$ cat config.mk
export PLATFORM = sky130hd
export DESIGN_NAME = varint_field_tuple_validator_unit
export DESIGN_NICKNAME = d
export VERILOG_FILES = /design/src/rtl/vftv_pkg.sv /design/src/rtl/vftv_core.sv /design/src/rtl/vftv_out_buf.sv /design/src/rtl/varint_field_tuple_validator_unit.sv
export VERILOG_INCLUDE_DIRS = /design/src /design/src/rtl
export SDC_FILE = /design/constraint.sdc
export NUM_CORES = 1
export LEC_CHECK = 0
export CORE_MARGIN = 4
export CORE_UTILIZATION = 35
export DETAILED_ROUTE_END_ITERATION = 16
export DONT_BUFFER_PORTS = 1
export PLACE_DENSITY_LB_ADDON = 0.1
export SYNTH_ARGS = -nofsm -noshare
export SYNTH_HDL_FRONTEND = slang
export SYNTH_SLANG_ARGS = --single-unit
$ cat constraint.sdc
create_clock -name clk -period 5 [get_ports clk]
set_input_delay 1 -clock clk [delete_from_list [all_inputs] [get_ports clk]]
set_output_delay 1 -clock clk [all_outputs]
set_load 0.01 [all_outputs]
$ cat src/rtl/varint_field_tuple_validator_unit_defines.svh
// Assertion macros shared by the validator modules.
`ifndef VARINT_FIELD_TUPLE_VALIDATOR_UNIT_DEFINES_SVH
`define VARINT_FIELD_TUPLE_VALIDATOR_UNIT_DEFINES_SVH

// The consequent must hold in the same cycle as the antecedent.
`define VFTV_ASSERT_IMPL(label, clk, rst, ante, cons, msg) \
  label: assert property (@(posedge clk) disable iff (rst) (ante) |-> (cons)) \
    else $error(msg);

// The consequent must hold in the cycle after the antecedent.
`define VFTV_ASSERT_NEXT(label, clk, rst, ante, cons, msg) \
  label: assert property (@(posedge clk) disable iff (rst) (ante) |=> (cons)) \
    else $error(msg);

`endif

$ cat src/rtl/vftv_pkg.sv
`default_nettype none

package vftv_pkg;

  localparam logic [2:0] MAX_VARINT_BYTES = 3'd5;

  typedef enum logic [1:0] {
    PH_LEN  = 2'd0,
    PH_DATA = 2'd1,
    PH_DONE = 2'd2,
    PH_BAD  = 2'd3
  } phase_t;

  typedef enum logic [1:0] {
    STATUS_OK    = 2'd0,
    STATUS_SHORT = 2'd1,
    STATUS_LONG  = 2'd2
  } status_t;

  typedef struct packed {
    status_t     status;
    logic [31:0] tuple_length;
  } result_t;

endpackage

`default_nettype wire

$ cat src/rtl/vftv_core.sv
`default_nettype none

`include "varint_field_tuple_validator_unit_defines.svh"

module vftv_core (
  input  wire logic            clk,
  input  wire logic            rst,
  input  wire logic            cfg_write,
  input  wire logic [15:0]     cfg_data,
  input  wire logic            step,
  input  wire logic [7:0]      data_byte,
  input  wire logic            last_byte,
  output logic                 res_valid,
  output vftv_pkg::result_t    res
);
  import vftv_pkg::*;

  logic [15:0] field_count;
  phase_t      phase;
  phase_t      phase_next;
  logic [31:0] varint_value;
  logic [31:0] varint_value_next;
  logic [2:0]  varint_bytes;
  logic [2:0]  varint_bytes_next;
  logic [31:0] bytes_to_skip;
  logic [31:0] bytes_to_skip_next;
  logic [15:0] fields_done;
  logic [15:0] fields_done_next;
  logic [31:0] consumed_bytes;
  logic [31:0] consumed_bytes_next;

  always_ff @(posedge clk) begin
    if (rst) begin
      field_count    <= 16'd0;
      phase          <= PH_LEN;
      varint_value   <= 32'd0;
      varint_bytes   <= 3'd0;
      bytes_to_skip  <= 32'd0;
      fields_done    <= 16'd0;
      consumed_bytes <= 32'd0;
    end else begin
      if (cfg_write) begin
        field_count <= cfg_data;
      end
      phase          <= phase_next;
      varint_value   <= varint_value_next;
      varint_bytes   <= varint_bytes_next;
      bytes_to_skip  <= bytes_to_skip_next;
      fields_done    <= fields_done_next;
      consumed_bytes <= consumed_bytes_next;
    end
  end

  always_comb begin
    phase_t      ph;
    logic [31:0] acc;
    logic [2:0]  cnt;
    logic [15:0] done_inc;
    logic [31:0] skip_dec;

    ph       = phase;
    acc      = {varint_value[24:0], data_byte[6:0]};
    cnt      = varint_bytes + 3'd1;
    done_inc = fields_done + 16'd1;
    skip_dec = bytes_to_skip - 32'd1;

    phase_next          = phase;
    varint_value_next   = varint_value;
    varint_bytes_next   = varint_bytes;
    bytes_to_skip_next  = bytes_to_skip;
    fields_done_next    = fields_done;
    consumed_bytes_next = consumed_bytes;
    res_valid           = 1'b0;
    res.status          = STATUS_SHORT;
    res.tuple_length    = 32'd0;

    if (step) begin
      if (ph == PH_LEN && fields_done >= field_count) begin
        ph = PH_DONE;
      end
      phase_next = ph;

      unique case (ph)
        PH_LEN: begin
          consumed_bytes_next = consumed_bytes + 32'd1;
          if (data_byte[7]) begin
            varint_value_next = acc;
            varint_bytes_next = cnt;
            if (cnt >= MAX_VARINT_BYTES) begin
              phase_next = PH_BAD;
            end
          end else begin
            bytes_to_skip_next = acc;
            varint_value_next  = 32'd0;
            varint_bytes_next  = 3'd0;
            if (acc == 32'd0) begin
              fields_done_next = done_inc;
              phase_next = (done_inc >= field_count) ? PH_DONE : PH_LEN;
            end else begin
              phase_next = PH_DATA;
            end
          end
        end
        PH_DATA: begin
          consumed_bytes_next = consumed_bytes + 32'd1;
          bytes_to_skip_next  = skip_dec;
          if (skip_dec == 32'd0) begin
            fields_done_next = done_inc;
            phase_next = (done_inc >= field_count) ? PH_DONE : PH_LEN;
          end
        end
        PH_DONE, PH_BAD: begin
        end
        default: begin
        end
      endcase

      if (last_byte) begin
        res_valid = 1'b1;
        if (phase_next == PH_LEN && fields_done_next >= field_count) begin
          phase_next = PH_DONE;
        end
        unique case (phase_next)
          PH_DONE: begin
            res.status       = STATUS_OK;
            res.tuple_length = consumed_bytes_next;
          end
          PH_BAD: res.status = STATUS_LONG;
          default: res.status = STATUS_SHORT;
        endcase
        phase_next          = PH_LEN;
        varint_value_next   = 32'd0;
        varint_bytes_next   = 3'd0;
        bytes_to_skip_next  = 32'd0;
        fields_done_next    = 16'd0;
        consumed_bytes_next = 32'd0;
      end
    end
  end

  `VFTV_ASSERT_IMPL(a_data_has_bytes, clk, rst, phase == PH_DATA, bytes_to_skip != 32'd0,
                    "Data phase entered with no bytes left to skip.")
  `VFTV_ASSERT_IMPL(a_varint_short, clk, rst, phase == PH_LEN,
                    varint_bytes < MAX_VARINT_BYTES, "Varint byte count ran past its limit.")
  `VFTV_ASSERT_IMPL(a_fail_no_length, clk, rst, res_valid && res.status != STATUS_OK,
                    res.tuple_length == 32'd0, "Failed result carries a nonzero length.")

endmodule

`default_nettype wire

$ cat src/rtl/vftv_out_buf.sv
`default_nettype none

`include "varint_field_tuple_validator_unit_defines.svh"

module vftv_out_buf (
  input  wire logic              clk,
  input  wire logic              rst,
  input  wire logic              push,
  input  wire vftv_pkg::result_t push_data,
  output logic                   full,
  output logic                   out_valid,
  input  wire logic              out_stall,
  output vftv_pkg::result_t      out_data
);
  import vftv_pkg::*;

  logic    main_valid;
  result_t main_data;
  logic    skid_valid;
  result_t skid_data;
  logic    pop;

  assign pop       = main_valid && !out_stall;
  assign out_valid = main_valid;
  assign out_data  = main_data;
  assign full      = skid_valid;

  always_ff @(posedge clk) begin
    if (rst) begin
      main_valid <= 1'b0;
      skid_valid <= 1'b0;
    end else if (pop) begin
      if (skid_valid) begin
        main_valid <= 1'b1;
        skid_valid <= 1'b0;
      end else begin
        main_valid <= push;
      end
    end else if (push) begin
      if (main_valid) begin
        skid_valid <= 1'b1;
      end else begin
        main_valid <= 1'b1;
      end
    end
  end

  always_ff @(posedge clk) begin
    if (pop) begin
      main_data <= skid_valid ? skid_data : push_data;
    end else if (push) begin
      if (main_valid) begin
        skid_data <= push_data;
      end else begin
        main_data <= push_data;
      end
    end
  end

  `VFTV_ASSERT_IMPL(a_skid_behind_main, clk, rst, skid_valid, main_valid,
                    "Skid word held with the output register empty.")
  `VFTV_ASSERT_IMPL(a_no_push_when_full, clk, rst, push, !skid_valid,
                    "Result word pushed while the skid stage is full.")
  `VFTV_ASSERT_NEXT(a_skid_drains, clk, rst, skid_valid && !out_stall,
                    main_valid && !skid_valid, "Skid word not moved up after a drain.")

endmodule

`default_nettype wire

$ cat src/rtl/varint_field_tuple_validator_unit.sv
// A result word is presented the cycle after its last input byte is taken, unless
// an older word still waits in the output buffer. Throughput: one input byte per
// cycle while in_stall is low; all field, varint and length state is updated per
// byte, and a two-word output buffer absorbs stalls. Reset: synchronous, active
// high; clears field_count to zero, the parse state and the output buffer.
`default_nettype none

module varint_field_tuple_validator_unit (
  input  wire logic        clk,
  input  wire logic        rst,
  input  wire logic        cfg_valid,
  output logic             cfg_ready,
  input  wire logic [15:0] cfg_data,
  input  wire logic        in_valid,
  output logic             in_stall,
  input  wire logic [7:0]  data_byte,
  input  wire logic        last_byte,
  output logic             out_valid,
  input  wire logic        out_stall,
  output logic [1:0]       status,
  output logic [31:0]      tuple_length
);
  import vftv_pkg::*;

  logic    step;
  logic    res_valid;
  result_t res;
  result_t out_data;
  logic    full;

  assign cfg_ready    = 1'b1;
  assign in_stall     = full;
  assign step         = in_valid && !full;
  assign status       = out_data.status;
  assign tuple_length = out_data.tuple_length;

  vftv_core u_core (
    .clk       (clk),
    .rst       (rst),
    .cfg_write (cfg_valid && cfg_ready),
    .cfg_data  (cfg_data),
    .step      (step),
    .data_byte (data_byte),
    .last_byte (last_byte),
    .res_valid (res_valid),
    .res       (res)
  );

  vftv_out_buf u_out_buf (
    .clk       (clk),
    .rst       (rst),
    .push      (res_valid),
    .push_data (res),
    .full      (full),
    .out_valid (out_valid),
    .out_stall (out_stall),
    .out_data  (out_data)
  );

endmodule

`default_nettype wire

======== After elaboration in Yosys (flattened, before gate mapping) ========
Cells that the tools add are included.
storage, ports and cells
  word-level logic and storage cells ...... 91
  bits in registers ....................... 196
  output and inout port bits .............. 37
  bits of input ports ..................... 30
cells by class
  $lt $le $gt $ge ......................... 4
  equality and inequality tests ........... 5
  multiplexer cells ....................... 43
  bitwise gates (word level) .............. 1
  reductions and logical operators ........ 21
  add/sub/neg operators ................... 4
operators with widths
  cell                                                                   number
  34-bit 2-to-1 mux                                                      6
  32-bit 2-to-1 mux                                                      5
  16-bit 2-to-1 mux                                                      5
  25-bit 2-to-1 mux                                                      3
  32-bit zero test                                                       2
  32-bit case mux with 2 select lines                                    1
  16-bit greater-or-equal comparator                                     3
  32-bit by 1-bit adder with 32-bit output (second input constant)       1
  16-bit case mux with 2 select lines                                    1
  32-bit by 1-bit subtractor with 32-bit output (second input constant)  1
  2-bit 2-to-1 mux                                                       12
  16-bit by 1-bit adder with 16-bit output (second input constant)       1
  3-bit 2-to-1 mux                                                       3
  2-bit case mux with 2 select lines                                     2
  2-bit zero test                                                        3
  2-bit AND reduction                                                    3
  3-bit AND reduction                                                    2
  1-bit 2-to-1 mux                                                       5
  2-bit equality test (second input constant)                            2
  1-bit logical AND                                                      4
  2-bit nonzero test                                                     2
  2-bit OR reduction                                                     2
  3-bit by 1-bit adder with 3-bit output (second input constant)         1
  3-bit greater-or-equal comparator (second input constant)              1
  6 further kinds                                                        7

======== Longest topological paths before layout ========
  depth in word-level cells ............... 20
  mapped depth ............................ 21
  mapped depth without buffers ............ 18

======== Cells and area by module ========
A second synthesis with hierarchy kept.
second synthesis, totals
  cell total of the unflattened synthesis .. 1323
  area total of the unflattened synthesis .. 11766.3 µm²
modules (own cells, without submodules)
  module                             instances  area an instance (µm²)  cells an instance
  vftv_core                          1          9066.2                  1204
  vftv_out_buf                       1          2675.1                  116
  varint_field_tuple_validator_unit  1          25.0                    3

======== Worst setup path before layout ========
OpenSTA, ideal clock, no wires.
  path type ............................... input to register
  from .................................... input port data_byte[3]
  to ...................................... register u_out_buf.skid_data[23] (netlist bit), data pin
  arrival ................................. 4409 ps
  buffers on the path ..................... 2
  library setup time ...................... 258 ps
  setup slack ............................. 333 ps
  stages on the path ...................... 16
  path through ............................ nor4_1 nand4_1 or3_1 a2111oi_2 a21o_1 buf_2 mux2_1 ha_1 a21o_1 a21o_1 a21oi_1 o21ai_0 a21o_1 o211ai_4 buf_4 nor2_1
RTL lines
  what                    line                                     source
  start: declaration      varint_field_tuple_validator_unit.sv:16  input wire logic [7:0] data_byte,
  end signal: assignment  vftv_out_buf.sv:53                       skid_data <= push_data;
  end: declaration        vftv_out_buf.sv:20                       result_t skid_data;

======== Final worst setup path ========
  from .................................... register u_core.bytes_to_skip[0]
  to ...................................... register u_out_buf.main_data, in the netlist u_out_buf.out_data[26], data pin
on the way
  word-level cells in the longest chain between the ends .. 17
RTL lines
  what                                                                                       line                source
  start: declaration                                                                         vftv_core.sv:25     logic [31:0] bytes_to_skip;
  start signal: assignment                                                                   vftv_core.sv:48     bytes_to_skip <= bytes_to_skip_next;
  32-bit by 1-bit subtractor with 32-bit output (*)                                          vftv_core.sv:65     skip_dec = bytes_to_skip - 32'd1;
  32-bit zero test (*)                                                                       vftv_core.sv:107    if (skip_dec == 32'd0) begin
  16-bit 2-to-1 mux or 2-bit 2-to-1 mux (tied branches)                                      vftv_core.sv:107
  16-bit case mux with 2 select lines or 2-bit case mux with 2 select lines (tied branches)  vftv_core.sv:83     unique case (ph)
  16-bit 2-to-1 mux or 2-bit 2-to-1 mux (tied branches)                                      vftv_core.sv:77     if (step) begin
  16-bit greater-or-equal comparator or 2-bit zero test (tied branches)                      vftv_core.sv:120    if (phase_next == PH_LEN && fields_done_next >= field_count) begin
  1-bit logical AND                                                                          vftv_core.sv:120
  2-bit 2-to-1 mux (*)                                                                       vftv_core.sv:120
  2-bit 2-to-1 mux (*)                                                                       vftv_core.sv:118    if (last_byte) begin
  2-bit 2-to-1 mux (*)                                                                       vftv_core.sv:77
  2-bit equality test (*)                                                                    vftv_core.sv:123    unique case (phase_next)
  32-bit 2-to-1 mux (*)                                                                      vftv_core.sv:123
  34-bit 2-to-1 mux (*)                                                                      vftv_core.sv:118
  34-bit 2-to-1 mux (*)                                                                      vftv_core.sv:77
  34-bit 2-to-1 mux                                                                          vftv_out_buf.sv:52  if (main_valid) begin
  34-bit 2-to-1 mux                                                                          vftv_out_buf.sv:51  end else if (push) begin
  34-bit 2-to-1 mux (*)                                                                      vftv_out_buf.sv:49  if (pop) begin
  end signal: assignment                                                                     vftv_out_buf.sv:50  main_data <= skid_valid ? skid_data : push_data;
  end signal: assignment                                                                     vftv_out_buf.sv:55  main_data <= push_data;
  end: declaration                                                                           vftv_out_buf.sv:18  result_t main_data;
Every way passes the cells marked *; elsewhere a longest branch is shown, timed or not. The select of a mux whose other input is x is not followed.
A chain may end at the register's enable or synchronous reset.

==> impl_metrics.tcl <==
set metrics [dict create \
    die-width_um 190 \
    clk_pin_slew_ns 0.09 \
    syn_inst 1381 \
    clockBufferDepth 2 \
    num_vias 9821 \
    grt_pass1_wl_mm 52.5 \
    fin_crit_ns 4.83 \
    ys_ff_latch 196 \
    end_kind "register" \
    p_per_area_nw_per_um2 278 \
    layout-drive-gt1-share 0.0939 \
    start_util 0.356 \
    drt-total-wl_mm 33.2 \
    crit_required_ns 5.21 \
    tns_ns 0 \
    yosys_warnings 0 \
    reg2reg_from "u_core.bytes_to_skip[0]" \
    dr.pass1.iters 5 \
    status "finished clean" \
    grt_pass1_vias 9549 \
    r2r-end "u_out_buf.out_data[26]" \
    syn_avg_cell_area_um2 8.42 \
    dpl.hpwl_mm 22.0 \
    port_buffers 0 \
    cts-htree-levels 4 \
    r2r_cells 20 \
    seq_area_frac_synth 0.396 \
    final_common_cell "nand2_1" \
    fmaxAchievable_ghz 0.207 \
    min_period_over_period 0.966 \
    cts.sinks 196 \
    drt_iter0_drc 637 \
    finalNetCount 1445 \
    cts_tree "done" \
    critical_path.startpoint_type "register" \
    antenna_found_initial 0 \
    finalHoldViolCount 0 \
    rows 66 \
    arrival_ns 5.04 \
    final_cell_mix "nand2_1 (157), nor2_1 (144), dfxtp_1 (128)" \
    tightest_slew_ns 1.15 \
    min_from "u_core.varint_value[18]" \
    clk_latency_ns 0.46 \
    leakagePower_nw 4.51 \
    grt-ovfl-total 0 \
    antenna_cells 0 \
    clockRootBuffer "clkbuf_16" \
    r2r_setup_slack_ns 0.17 \
    crit_type "reg -> reg" \
    grt_use_total 0.180 \
    syn_nets 1465 \
    avgViaCountPerCell 5.41 \
    synth_area_um2 11600 \
    maxCapViolCount 0 \
    remaining_drc_errors 0 \
    die_h_um 190 \
    finClkSkew_ns 0.0167 \
    io_pins 67 \
    min_path_cells 2 \
    ys.flop_type "dfxtp_1" \
    peakVddDrop_uv 244 \
    cp_max_fo 18 \
    whs_endpoint "u_core.varint_value[18]" \
    syn2layout_area_growth_pct 11.4 \
    cts_buffers 17 \
    power_w 0.00360 \
    report.final.slew_viol_count 0 \
    async_reset_ff_frac 0 \
    hold_path.class "reg -> reg" \
    max-slew-margin-rel 0.230 \
    finalSetupViolCount 0 \
    hold_buffers 0 \
    ant_nets 0 \
    core_area_um2 32600 \
    dieArea_um2 36200 \
    gp_congestion 0.819 \
    grt_start_max_net_pins 134 \
    ys_types 79 \
    synth_enable_flop_cells 68 \
    wl_per_cell_um 18.3 \
]
-- where the power goes --
part / switching (W) / internal [W]
Clock: 0.000711 / 0.000717
Sequential: 0.0000327 / 0.00168
Combinational: 0.000288 / 0.000175
Total: 0.00103 / 0.00257
-- worst max-delay path: stages, from the launching register on --
cell	delay, ns
dfxtp_1	0.31
inv_1	0.11
ha_4	0.18
nor3b_4	0.25
nand4_4	0.15
buf_4	0.20
o21ai_0	0.22
nor4b_2	0.47
and3b_1	0.42
a21o_1	0.20
mux2_1	0.32
ha_1	0.28
a21o_1	0.15
a21o_1	0.17
a21oi_1	0.14
o21ai_0	0.13
a21o_1	0.23
o211ai_4	0.21
buf_12	0.15
buf_6	0.17
o21ai_1	0.10
-- cell usage after synthesis, types with 3 or more instances --
cell,instances,share of area
o21ai_0,64,0.028
nor2b_1,8,0.0043
o21ai_1,32,0.014
and3_1,27,0.015
nor4_1,24,0.013
buf_2,11,0.0047
buf_6,3,0.0029
dfxtp_1,128,0.22
a21o_1,12,0.0078
nor4b_1,4,0.0030
or3_1,34,0.018
o31a_1,5,0.0038
a221oi_1,3,0.0023
o31ai_1,10,0.0065
nand3_1,51,0.022
buf_4,6,0.0039
nand2_1,157,0.051
a2bb2oi_1,3,0.0023
o21a_1,4,0.0026
o211ai_1,18,0.012
or4_1,14,0.0090
nor3_1,33,0.014
inv_1,31,0.010
nand4_1,19,0.010
and4_1,3,0.0023
nor3b_1,3,0.0019
nand2b_1,8,0.0043
edfxtp_1,68,0.18
a21oi_1,125,0.054
xor2_1,23,0.017
a31oi_1,15,0.0081
xnor2_1,44,0.033
and2_1,5,0.0027
a2111oi_0,8,0.0060
ha_1,54,0.058
clkbuf_1,74,0.024
buf_1,7,0.0023
nand4b_1,5,0.0038
mux2i_1,21,0.018
a22o_1,3,0.0023
a32oi_1,14,0.011
or2_2,7,0.0038
o41a_1,4,0.0039
nor2_1,145,0.047
-- per-stage QoR --
step | utilization | instance area [um2] | hold WS [ns] | std cells | setup slack, ns
after CTS | 0.393 | 12800 | 0.471 | 1810 | 0.0983
after floorplan | - | 11600 | 0.440 | 1381 | 0.333
after global placement | 0.374 | 12200 | 0.455 | 1778 | 0.138
after detailed placement | 0.374 | 12200 | 0.459 | 1778 | 0.0580
after global routing | 0.397 | 12900 | 0.502 | 1816 | -0.154
final | 0.397 | 12900 | 0.477 | 1816 | 0.169
-- area by class of cell --
| class | instances | area, um2 |
|---|---|---|
| fillers | 3338 | 19700 |
| multi-input cells | 1054 | 6570 |
| flip-flops and latches | 196 | 4600 |
| well taps | 442 | 553 |
| repair buffers | 61 | 508 |
| clock buffers | 18 | 429 |
| clock inverters | 14 | 170 |
| inverters | 31 | 116 |
-- worst max-delay path by stage --
stage          slack [ns]                       to  depth (start not counted)               startpoint
2_1_floorplan        0.33  u_out_buf.skid_data[23]                         16             data_byte[3]
3_3_place_gp         0.14   u_out_buf.out_data[20]                         18             data_byte[3]
3_5_place_dp         0.06   u_out_buf.out_data[26]                         18             data_byte[3]
4_1_cts               0.1   u_out_buf.out_data[26]                         19  u_core.bytes_to_skip[1]
5_1_grt             -0.15    u_out_buf.out_data[0]                         21  u_core.bytes_to_skip[0]
6_report             0.17   u_out_buf.out_data[26]                         20  u_core.bytes_to_skip[0]
-- layer usage --
layer,vias up,share of wire,GRT usage
met5,-,0,0
met4,0,0.011,0.0395
met3,19,0.037,0.0330
met2,182,0.46,0.292
met1,4637,0.49,0.252
li1,4983,-,-
-- state kept, by name, summed over array words and instances (netlist names) --
name                   cells
u_core.varint_bytes        3
u_out_buf.out_data        34
u_core.fields_done        16
u_core.consumed_bytes     32
u_core.phase               2
u_core.bytes_to_skip      32
u_out_buf.full             1
u_core.field_count        16
u_core.varint_value       25
u_out_buf.out_valid        1
u_out_buf.skid_data       34
-- cell families after synthesis --
family / synth area share
and+or+nand+nor: 0.244
buffers and inverters: 0.0477
DFF: 0.396
muxes: 0.0210
other: 0.000323
AOI/OAI and AO/OA: 0.182
adders and majority gates: 0.0581
xor gates and xnor gates: 0.0505
-- timing repair --
item / in CTS / in global routing
buffers inserted: 0 / 3
gates resized for setup: 0 / 10
endpoints found under the setup margin: 0 / 64
No activity file was read; power rests on OpenSTA's default activity.
